--- src/rtl/ccd_pkg.sv ---
// Shared types and constants for the controller change event detector.
package ccd_pkg;

  localparam int VALUE_W       = 16;   // Q1.15 axis value width
  localparam int MASK_W        = 16;   // width of the button mask field
  localparam int AXIS_IN_COUNT = 4;    // axes carried by one snapshot
  localparam int INDEX_W       = 4;

  localparam logic [VALUE_W-1:0] THRESHOLD_RESET = 16'd328;  // ~0.01 in Q1.15

  localparam logic KIND_BUTTON = 1'b0;
  localparam logic KIND_AXIS   = 1'b1;

  typedef struct packed {
    logic                      hand_id;
    logic [MASK_W-1:0]         buttons_now;
    logic signed [VALUE_W-1:0] axis_zero;
    logic signed [VALUE_W-1:0] axis_one;
    logic signed [VALUE_W-1:0] axis_two;
    logic signed [VALUE_W-1:0] axis_three;
  } snapshot_t;

  typedef struct packed {
    logic                      event_hand;
    logic                      event_kind;
    logic [INDEX_W-1:0]        event_index;
    logic                      button_level;
    logic signed [VALUE_W-1:0] axis_new_value;
    logic                      last_event;
  } event_t;

endpackage

--- src/rtl/ccd_axis_unit.sv ---
// Shared axis change unit: exact 17-bit difference, magnitude, threshold compare.
module ccd_axis_unit (
  input  logic signed [ccd_pkg::VALUE_W-1:0] value_now,
  input  logic signed [ccd_pkg::VALUE_W-1:0] value_old,
  input  logic        [ccd_pkg::VALUE_W-1:0] threshold,
  output logic                               exceeds
);

  logic signed [ccd_pkg::VALUE_W:0] diff;
  logic signed [ccd_pkg::VALUE_W:0] diff_neg;
  logic        [ccd_pkg::VALUE_W-1:0] mag;

  always_comb begin
    diff     = {value_now[ccd_pkg::VALUE_W-1], value_now}
             - {value_old[ccd_pkg::VALUE_W-1], value_old};
    diff_neg = -diff;
    // |diff| never exceeds 65535, so the low 16 bits hold it exactly
    mag      = diff[ccd_pkg::VALUE_W] ? diff_neg[ccd_pkg::VALUE_W-1:0]
                                      : diff[ccd_pkg::VALUE_W-1:0];
    exceeds  = mag > threshold;
  end

endmodule

--- src/rtl/controller_change_event_detector.sv ---
// Controller change event detector: top level with scan sequencer and state store.
//
//  channel | direction | handshake           | payload
//  --------+-----------+---------------------+-----------------------------
//  snap    | in        | snap_valid/stall    | ccd_pkg::snapshot_t
//  evt     | out       | evt_valid/stall     | ccd_pkg::event_t
//  cfg     | in        | cfg_valid/ready     | 16-bit axis change threshold
//
// A snapshot takes one scan step per button (at most 16) and per axis, the
// axes through the single axis compare unit, then a flush of the held event.
// Each scan step waits while the output register is full and stalled.
// snap_stall is high from acceptance until the flush; the output register
// still drains while the next snapshot is taken. Synchronous reset clears the
// stored masks and axes to zero and the threshold to 328.
module controller_change_event_detector #(
  parameter int BUTTON_COUNT = 16,
  parameter int AXIS_COUNT   = 4,
  parameter int HAND_COUNT   = 2
) (
  input  logic                              clk,
  input  logic                              rst,
  input  logic                              snap_valid,
  output logic                              snap_stall,
  input  ccd_pkg::snapshot_t                snap,
  output logic                              evt_valid,
  input  logic                              evt_stall,
  output ccd_pkg::event_t                   evt,
  input  logic                              cfg_valid,
  output logic                              cfg_ready,
  input  logic [ccd_pkg::VALUE_W-1:0]       cfg_data
);

  // buttons above the 16-bit mask read as released and never change
  localparam int BTN_SCAN = (BUTTON_COUNT < ccd_pkg::MASK_W) ? BUTTON_COUNT
                                                             : ccd_pkg::MASK_W;
  localparam int HIDX_W   = (HAND_COUNT > 1) ? $clog2(HAND_COUNT) : 1;
  localparam int AX_W     = (AXIS_COUNT > 1) ? $clog2(AXIS_COUNT) : 1;
  localparam int PA_DEPTH = HAND_COUNT * AXIS_COUNT;
  localparam int PA_W     = (PA_DEPTH > 1) ? $clog2(PA_DEPTH) : 1;

  typedef enum logic [1:0] {IDLE, SCAN, FLUSH} state_t;

  state_t state;

  // per-hand stored state
  logic        [ccd_pkg::MASK_W-1:0]  prev_buttons [HAND_COUNT];
  logic signed [ccd_pkg::VALUE_W-1:0] prev_axes    [PA_DEPTH];

  // current snapshot under scan
  logic                               hand;
  logic        [ccd_pkg::MASK_W-1:0]  buttons;
  logic        [ccd_pkg::MASK_W-1:0]  diff;
  logic signed [ccd_pkg::VALUE_W-1:0] axes [AXIS_COUNT];
  logic                               axis_phase;
  logic        [ccd_pkg::INDEX_W-1:0] idx;

  // one event held back until we know whether another follows
  logic                               pend_valid;
  ccd_pkg::event_t                    pend;

  logic                               out_valid;
  ccd_pkg::event_t                    out;
  logic        [ccd_pkg::VALUE_W-1:0] threshold;

  // combinational
  logic signed [ccd_pkg::VALUE_W-1:0] snap_axes [AXIS_COUNT];
  logic                               hand_ok;
  logic        [HIDX_W-1:0]           snap_hidx;
  logic        [AX_W-1:0]             ax_idx;
  logic        [PA_W-1:0]             pa_idx;
  logic                               exceeds;
  logic                               cand_found;
  ccd_pkg::event_t                    cand;
  ccd_pkg::event_t                    pend_last;
  logic                               step_last;
  logic                               out_free;
  logic                               out_load;

  always_comb begin
    for (int i = 0; i < AXIS_COUNT; i++) begin
      case (i)
        0:       snap_axes[i] = snap.axis_zero;
        1:       snap_axes[i] = snap.axis_one;
        2:       snap_axes[i] = snap.axis_two;
        3:       snap_axes[i] = snap.axis_three;
        default: snap_axes[i] = '0;   // axes beyond the snapshot read as zero
      endcase
    end
  end

  assign hand_ok   = (HAND_COUNT > 1) || !snap.hand_id;
  assign snap_hidx = HIDX_W'(snap.hand_id);
  assign ax_idx    = idx[AX_W-1:0];
  assign pa_idx    = PA_W'(int'(hand) * AXIS_COUNT + int'(ax_idx));
  assign out_free  = !out_valid || !evt_stall;
  // output register takes the held event this cycle
  assign out_load  = out_free && pend_valid
                   && (((state == SCAN) && cand_found) || (state == FLUSH));

  ccd_axis_unit u_axis (
    .value_now (axes[ax_idx]),
    .value_old (prev_axes[pa_idx]),
    .threshold (threshold),
    .exceeds   (exceeds)
  );

  always_comb begin
    cand_found          = axis_phase ? exceeds : diff[idx];
    cand.event_hand     = hand;
    cand.event_kind     = axis_phase ? ccd_pkg::KIND_AXIS : ccd_pkg::KIND_BUTTON;
    cand.event_index    = idx;
    cand.button_level   = axis_phase ? 1'b0 : buttons[idx];
    cand.axis_new_value = axis_phase ? axes[ax_idx] : '0;
    cand.last_event     = 1'b0;
    step_last           = axis_phase
                        ? (idx == ccd_pkg::INDEX_W'(AXIS_COUNT - 1))
                        : (idx == ccd_pkg::INDEX_W'(BTN_SCAN - 1));
    // held event marked as the final one of its snapshot
    pend_last            = pend;
    pend_last.last_event = 1'b1;
  end

  always_ff @(posedge clk) begin
    if (rst) begin
      state      <= IDLE;
      out_valid  <= 1'b0;
      pend_valid <= 1'b0;
      threshold  <= ccd_pkg::THRESHOLD_RESET;
      for (int h = 0; h < HAND_COUNT; h++) begin
        prev_buttons[h] <= '0;
      end
      for (int a = 0; a < PA_DEPTH; a++) begin
        prev_axes[a] <= '0;
      end
    end else begin
      if (cfg_valid) begin
        threshold <= cfg_data;
      end
      if (out_valid && !evt_stall && !out_load) begin
        out_valid <= 1'b0;
      end
      case (state)
        IDLE: begin
          // out-of-range hands are taken and dropped
          if (snap_valid && hand_ok) begin
            hand                    <= snap.hand_id;
            buttons                 <= snap.buttons_now;
            diff                    <= snap.buttons_now ^ prev_buttons[snap_hidx];
            prev_buttons[snap_hidx] <= snap.buttons_now;
            for (int i = 0; i < AXIS_COUNT; i++) begin
              axes[i] <= snap_axes[i];
            end
            axis_phase <= 1'b0;
            idx        <= '0;
            state      <= SCAN;
          end
        end
        SCAN: begin
          if (out_free) begin
            if (cand_found) begin
              if (pend_valid) begin
                out       <= pend;
                out_valid <= 1'b1;
              end
              pend       <= cand;
              pend_valid <= 1'b1;
            end
            if (axis_phase) begin
              prev_axes[pa_idx] <= axes[ax_idx];
            end
            if (step_last) begin
              if (axis_phase) begin
                state <= FLUSH;
              end else begin
                axis_phase <= 1'b1;
                idx        <= '0;
              end
            end else begin
              idx <= idx + 1'b1;
            end
          end
        end
        FLUSH: begin
          if (!pend_valid) begin
            state <= IDLE;
          end else if (out_free) begin
            out        <= pend_last;
            out_valid  <= 1'b1;
            pend_valid <= 1'b0;
            state      <= IDLE;
          end
        end
        default: state <= IDLE;
      endcase
    end
  end

  assign snap_stall = (state != IDLE);
  assign evt_valid  = out_valid;
  assign evt        = out;
  assign cfg_ready  = 1'b1;

endmodule

--- config.mk ---
export PLATFORM = sky130hd
export DESIGN_NAME = controller_change_event_detector
export DESIGN_NICKNAME = d
export VERILOG_FILES = /design/src/rtl/ccd_pkg.sv /design/src/rtl/ccd_axis_unit.sv /design/src/rtl/controller_change_event_detector.sv
export SDC_FILE = /design/constraint.sdc
export NUM_CORES = 1
export LEC_CHECK = 0
export BUFFER_PORTS_ARGS = -buffer_cell sky130_fd_sc_hd__buf_2
export CORE_MARGIN = 5
export CORE_UTILIZATION = 55
export CTS_CLUSTER_SIZE = 40
export DETAILED_ROUTE_END_ITERATION = 16
export PLACE_DENSITY = 0.73
export SYNTH_ARGS = -nofsm -noshare
export SYNTH_HDL_FRONTEND = slang
export SYNTH_SLANG_ARGS = --single-unit
--- constraint.sdc ---
create_clock -name clk -period 18.4 [get_ports clk]
set_clock_uncertainty 0.1 [all_clocks]
set_input_delay 2.76 -clock clk [delete_from_list [all_inputs] [get_ports clk]]
set_output_delay 2.76 -clock clk [all_outputs]
set_load 0.02 [all_outputs]
==> reports/qor.yml, run 1 <==
h-tree-depth: 2
grtUsageMet3_pct: 4.41
vias_per_cell: 5.81
drt_pass1_iterations: 7
timing.final.max_slew_violations: 0
end_kind: "flop"
ios: 129
drc_errors: 0
worst_slew_pin_slew_ns: 1.09
synth-warning-count: 0
max_stage_delay_ns: 1.00
setup_tns_ns: 0
hold_violations: 0
initial_utilization_pct: 56.0
grt_usage_pct: 21.2
path_cells: "and3b_1, a22o_1, a221oi_1, and3_1, ha_1, nor2b_1, o2111a_1, or4b_4, nand2_4, xnor2_2, nor4_2, a31oi_1, xnor2_1, ha_1, nand3_1, nor3_1, and4_1, o21ai_0, a31o_2, mux2i_1, and3_1"
path_buf_inv: 0
setup_viol: 0
busiest_layer: "met2"
syn_area_per_cell_um2: 13.4
core_area_um2: 26100
finalWirelength_um: 32100
crit_fanout: 24
post-route-period-util_pct: 39.5
clkLatencyLatePin_ns: 0.52
num_rows: 59
grt_pass1_vias: 9171
synth_cell_types: 65
die-area_um2: 30000
drt_iter0_drc: 954
crit_type: "reg -> reg"
clockBufferDepth: 3
maxCapViolCount: 0
num_vias: 9247
irDropWorstVdd_mv: 0.0808
cts-hold-fix-buffers: 0
outcome: "complete, no violations"
period_minus_slack_ns: 7.27
fmax_mhz: 138
fp.dieH_um: 173
grt_max_degree: 82
wl_per_cell_um: 20.2
cp_data_arrival_time_ns: 7.30
drtAntennaViolNets: 0
rsz0062_at_grt: "false"
power.total_mw: 2.07
syn_nets: 1234
grt_use_met1_pct: 30.2
cts_setup_buffers: 0
antenna_cells: 0
holdWs_ns: 0.318
yosys_register_bits: 331
syn_area_um2: 14600
cpMaxStageDelayCell: "edfxtp_1"
ys_seq_area_share_pct: 66.4
root_buffer: "clkbuf_16"
crit_path_start_kind: "flop"
ys.flop_type: "edfxtp_1"
dp_hpwl_um: 20900
gp_congestion: 0.898
power.leakage_nw: 6.54
nets: 1373
grt_pass1_wl_um: 51000
cts_inserted_buffers: 35
overflow: 0
min_path_type: "reg -> reg"
cts_sinks: 331
synth_cells: 1093
numPortBuffers: 127
power_density_nw_per_um2: 122
synth_edf_count: 309
cts_resized: 0
cp_top_family: "simple AND/OR/NAND/NOR gates"
worstPathRequired_ns: 18.43
drive_above_1_share_pct: 20.2
cts_tree: "yes"
use_met2_pct: 34.0
clk_pin_slew_ns: 0.06
die_w_um: 173
async_flop_share_pct: 0
antenna_found_initial: 0
area_delta_synth_final_pct: 15.3
slew_headroom_pct: 27.4
cell usage in the layout, fill, tap and decap left out, types with 6 or more instances in the layout:
| cell | n |
|---|---|
| o21ai_1 | 19 |
| clkinv_2 | 6 |
| buf_2 | 127 |
| inv_1 | 44 |
| a21oi_1 | 22 |
| mux4_2 | 10 |
| clkbuf_1 | 7 |
| a21o_1 | 6 |
| o21ai_0 | 6 |
| mux2_2 | 18 |
| nor2b_1 | 9 |
| mux2i_1 | 48 |
| a22oi_1 | 34 |
| nand2_1 | 52 |
| nor2_1 | 190 |
| edfxtp_1 | 309 |
| buf_4 | 26 |
| a22o_1 | 15 |
| a221oi_1 | 15 |
| and2_1 | 19 |
| o211ai_1 | 9 |
| and3_1 | 36 |
| dfxtp_1 | 22 |
| xnor2_1 | 31 |
| ha_1 | 38 |
| nand3_1 | 7 |
| clkbuf_16 | 37 |
| nand4_1 | 6 |
| xor2_1 | 11 |
where the power goes:
part / leakage, nW / internal (mW) / switching, mW
logic: 2.75 / 0.187 / 0.266
registers: 3.21 / 0.873 / 0.0198
clock network: 0.579 / 0.438 / 0.284
kinds of logic (layout without fill, tap and decap cells):
family	count (synthesis)	count (layout)	synth area share, %
muxes	76	76	6.20
and+or+nand+nor	349	349	11.0
AOI/OAI and AO/OA	159	159	7.89
DFF	331	331	66.4
other	1	1	0.0256
buffers and inverters	95	259	2.51
adders and majority gates	39	39	3.38
xor gates and xnor gates	43	43	2.62
metal layers:
metal / wire [µm] / share of wire (%) / vias up
li1: - / - / 4316
met1: 13700 / 43 / 4460
met2: 14800 / 46 / 421
met3: 2930 / 9.1 / 50
met4: 603 / 1.9 / 0
met5: 0 / 0 / -
synth_stat cells, types with 2 or more instances:
master,count,area (µm²)
nand3_1,7,35.0
a22o_1,15,131
nor4_1,3,18.8
nand3b_1,2,15.0
o211ai_1,9,67.6
a21oi_1,22,110
mux2_2,18,203
xnor2_1,31,272
ha_1,38,475
or2_2,3,18.8
o21ai_1,19,95.1
and3_1,37,231
nor2b_1,9,56.3
nor2_1,191,717
mux4_2,10,225
nand2b_1,2,12.5
buf_2,6,30.0
dfxtp_1,22,440
a31oi_1,5,31.3
o21a_1,5,37.5
nand4_1,6,37.5
a21o_1,6,45.0
a22oi_1,34,255
and2_1,19,119
a311oi_1,3,26.3
and3b_1,2,17.5
and4_1,2,17.5
mux2i_1,48,480
edfxtp_1,309,9280
inv_1,44,165
nand2_1,52,195
a211o_1,2,17.5
o21ai_0,6,30.0
clkbuf_1,43,161
nor3b_2,3,37.5
nor3_1,6,30.0
xor2_1,11,96.3
a221oi_1,15,131
o22ai_1,2,12.5
path summary, 6_finish.rpt:
check / slack (ns) / from / endpoint / cells past startpoint
hold / removal: 0.32 / pend[22] / evt[22] / 0
setup reg to reg: 11.13 / idx[0] / evt[3] / 21
hold reg to reg: 0.32 / pend[22] / evt[22] / 0
setup / recovery: 11.13 / idx[0] / evt[3] / 21
registers in the layout (all words and copies together), names as in the netlist, named ones only:
register and count:
axes 64, axis_phase 1, buttons 16, diff 16, evt 24, evt_valid 1
hand 1, idx 4, pend 23, pend_valid 1, prev_axes 128, prev_buttons 32
state 2, threshold 16
final cells by class:
type                            instances  area (µm²)
Fill cell                            1917        9250
Timing Repair Buffer                  153         831
Clock buffer                           47         993
Sequential cell                       331        9720
Clock inverter                         15         193
Inverter                               44         165
Tap cell                              335         419
Multi-Input combinational cell        667        4570
through the flow:
| step | instance area [µm²] | instances | worst slack, ns | util, % |
|---|---|---|---|---|
| detailed placement | 15700 | 1530 | 11.15 | 60.1 |
| global placement | 15700 | 1530 | 11.36 | 60.1 |
| finish | 16900 | 1592 | 11.13 | 64.6 |
| global route | 16900 | 1592 | 10.49 | 64.6 |
| floorplan | 14600 | 1093 | 11.86 | - |
| CTS | 16900 | 1592 | 11.11 | 64.6 |
No activity file was read; power rests on OpenSTA's default activity.
==> run 2: changes to the inputs <==
==> constraint.sdc (replaced) <==
create_clock -name clk -period 7.2 [get_ports clk]
set_clock_uncertainty 0.1 [all_clocks]
set_input_delay 1.08 -clock clk [delete_from_list [all_inputs] [get_ports clk]]
set_output_delay 1.08 -clock clk [all_outputs]
set_load 0.02 [all_outputs]
==> reports/qor.yml, run 2 (synthesized netlist as in run 1, its figures left out) <==
outcome: "complete, no violations"
clkLatencyLatePin_ns: 0.52
setup_tns_ns: 0
largest_reg_flops: 128
busiest_layer: "met2"
antenna_found_initial: 1
root_buffer: "clkbuf_16"
cp_top_family: "simple AND/OR/NAND/NOR gates"
drtAntennaViolNets: 0
power_density_nw_per_um2: 310
crit_type: "reg -> reg"
fmax_mhz: 155
period_minus_slack_ns: 6.45
path_buf_inv: 0
max_stage_delay_ns: 0.84
min_path_cells: 0
ff2ff_path_depth: 21
largestRegisters: "prev_axes x128, axes x64, prev_buttons x32"
numPortBuffers: 127
die_w_um: 173
ios: 129
post-route-period-util_pct: 89.5
worst_slew_pin_slew_ns: 0.949
slew_headroom_pct: 36.8
nets: 1382
fp.dieH_um: 173
cts_inserted_buffers: 35
power.leakage_nw: 6.56
holdWs_ns: 0.321
grt_usage_pct: 21.5
num_rows: 59
drive_above_1_share_pct: 20.7
wl_per_cell_um: 20.4
grt_max_degree: 81
min_path_type: "reg -> reg"
worstPathRequired_ns: 7.24
cp_data_arrival_time_ns: 6.48
grt_pass1_wl_um: 51100
cts-hold-fix-buffers: 0
hold_violations: 0
clk_pin_slew_ns: 0.06
grtUsageMet3_pct: 5.87
finalWirelength_um: 32700
numPlacedInstances: 1539
vias_per_cell: 5.77
crit_fanout: 24
path_cells: "and3b_1, a22o_1, a221oi_1, and3_1, fa_1, a211oi_1, o21bai_1, o211ai_1, a31o_1, xnor2_1, nor4_2, a21oi_1, xnor2_1, ha_1, nand3_1, nor3_1, a21boi_0, nor4_1, a31o_2, mux2i_1, and3_2"
final_cell_mix: "edfxtp_1, nor2_1, buf_2, nand2_1, mux2i_1"
die-area_um2: 30000
use_met2_pct: 33.1
crit_path_start_kind: "flop"
drc_errors: 0
crit_cells: 21
drt_pass1_iterations: 5
setup_viol: 0
grt_pass1_vias: 9138
finish.instance_area_um2: 16900
maxCapViolCount: 0
timing.final.max_slew_violations: 0
placed_area_um2: 15800
overflow: 0
antenna_cells: 0
drt_iter0_drc: 893
clockBufferDepth: 3
core_area_um2: 26100
cpMostUsedCell: "xnor2_1"
h-tree-depth: 2
layout_commonest_cell: "edfxtp_1"
end_kind: "flop"
cts_tree: "yes"
regMostFlops: "prev_axes"
finalNonFillerCells: 1602
utilization_pct: 64.7
num_vias: 9250
irDropWorstVdd_mv: 0.217
initial_utilization_pct: 56.0
area_delta_synth_final_pct: 15.5
cts_sinks: 331
grt_use_met1_pct: 30.0
gp_congestion: 0.864
rsz0062_at_grt: "false"
cpMaxStageDelayCell: "and3b_1"
dp_hpwl_um: 21500
[run 2: changes by cell type in the layout (fill, tap and decap cells not counted), moves of 2 or more]
cell | previous run | this run
buf_4 | 26 | 35
clkbuf_16 | 37 | 35
clkinv_1 | 2 | 4
clkinv_2 | 6 | 4
inv_6 | 0 | 2
[run 2: worst paths after layout]
kind | startpoint | slack (ns) | endpoint
setup reg to reg | idx[0] | 0.75 | evt[5]
setup / recovery | idx[0] | 0.75 | evt[5]
hold reg to reg | pend[20] | 0.32 | evt[20]
hold / removal | pend[20] | 0.32 | evt[20]
[run 2: per-layer routing]
| layer | up-vias | share of wire [%] | wire (µm) |
|---|---|---|---|
| li1 | 4337 | - | - |
| met1 | 4379 | 42 | 13700 |
| met2 | 442 | 45 | 14700 |
| met3 | 90 | 9.7 | 3160 |
| met4 | 2 | 3.4 | 1100 |
| met5 | - | 0.028 | 9 |
[run 2: where the power goes]
| part | switching [mW] | internal [mW] |
|---|---|---|
| registers | 0.0419 | 2.23 |
| logic | 0.691 | 0.484 |
| clock network | 0.724 | 1.07 |
| total | 1.46 | 3.78 |
[run 2: metrics by stage]
stage | power (mW) | setup slack [ns]
after detailed placement | 3.48 | 0.493
after CTS | 5.27 | 0.417
after floorplan | 3.15 | 0.661
after global routing | 5.51 | 0.299
final | 5.24 | 0.754
after global placement | 3.45 | 0.689
[run 2: final cells by class]
class	count	area (µm²)
fillers	1920	9220
repair buffers	162	898
multi-input cells	667	4570
clock buffers	45	933
well taps	335	419
flip-flops and latches	331	9720
inverters	44	165
clock inverters	18	215
[run 2: timing repair]
action | in CTS | in global routing
setup buffers | 0 | 0
endpoints found under the setup margin | 0 | 24
resized for setup | 0 | 1
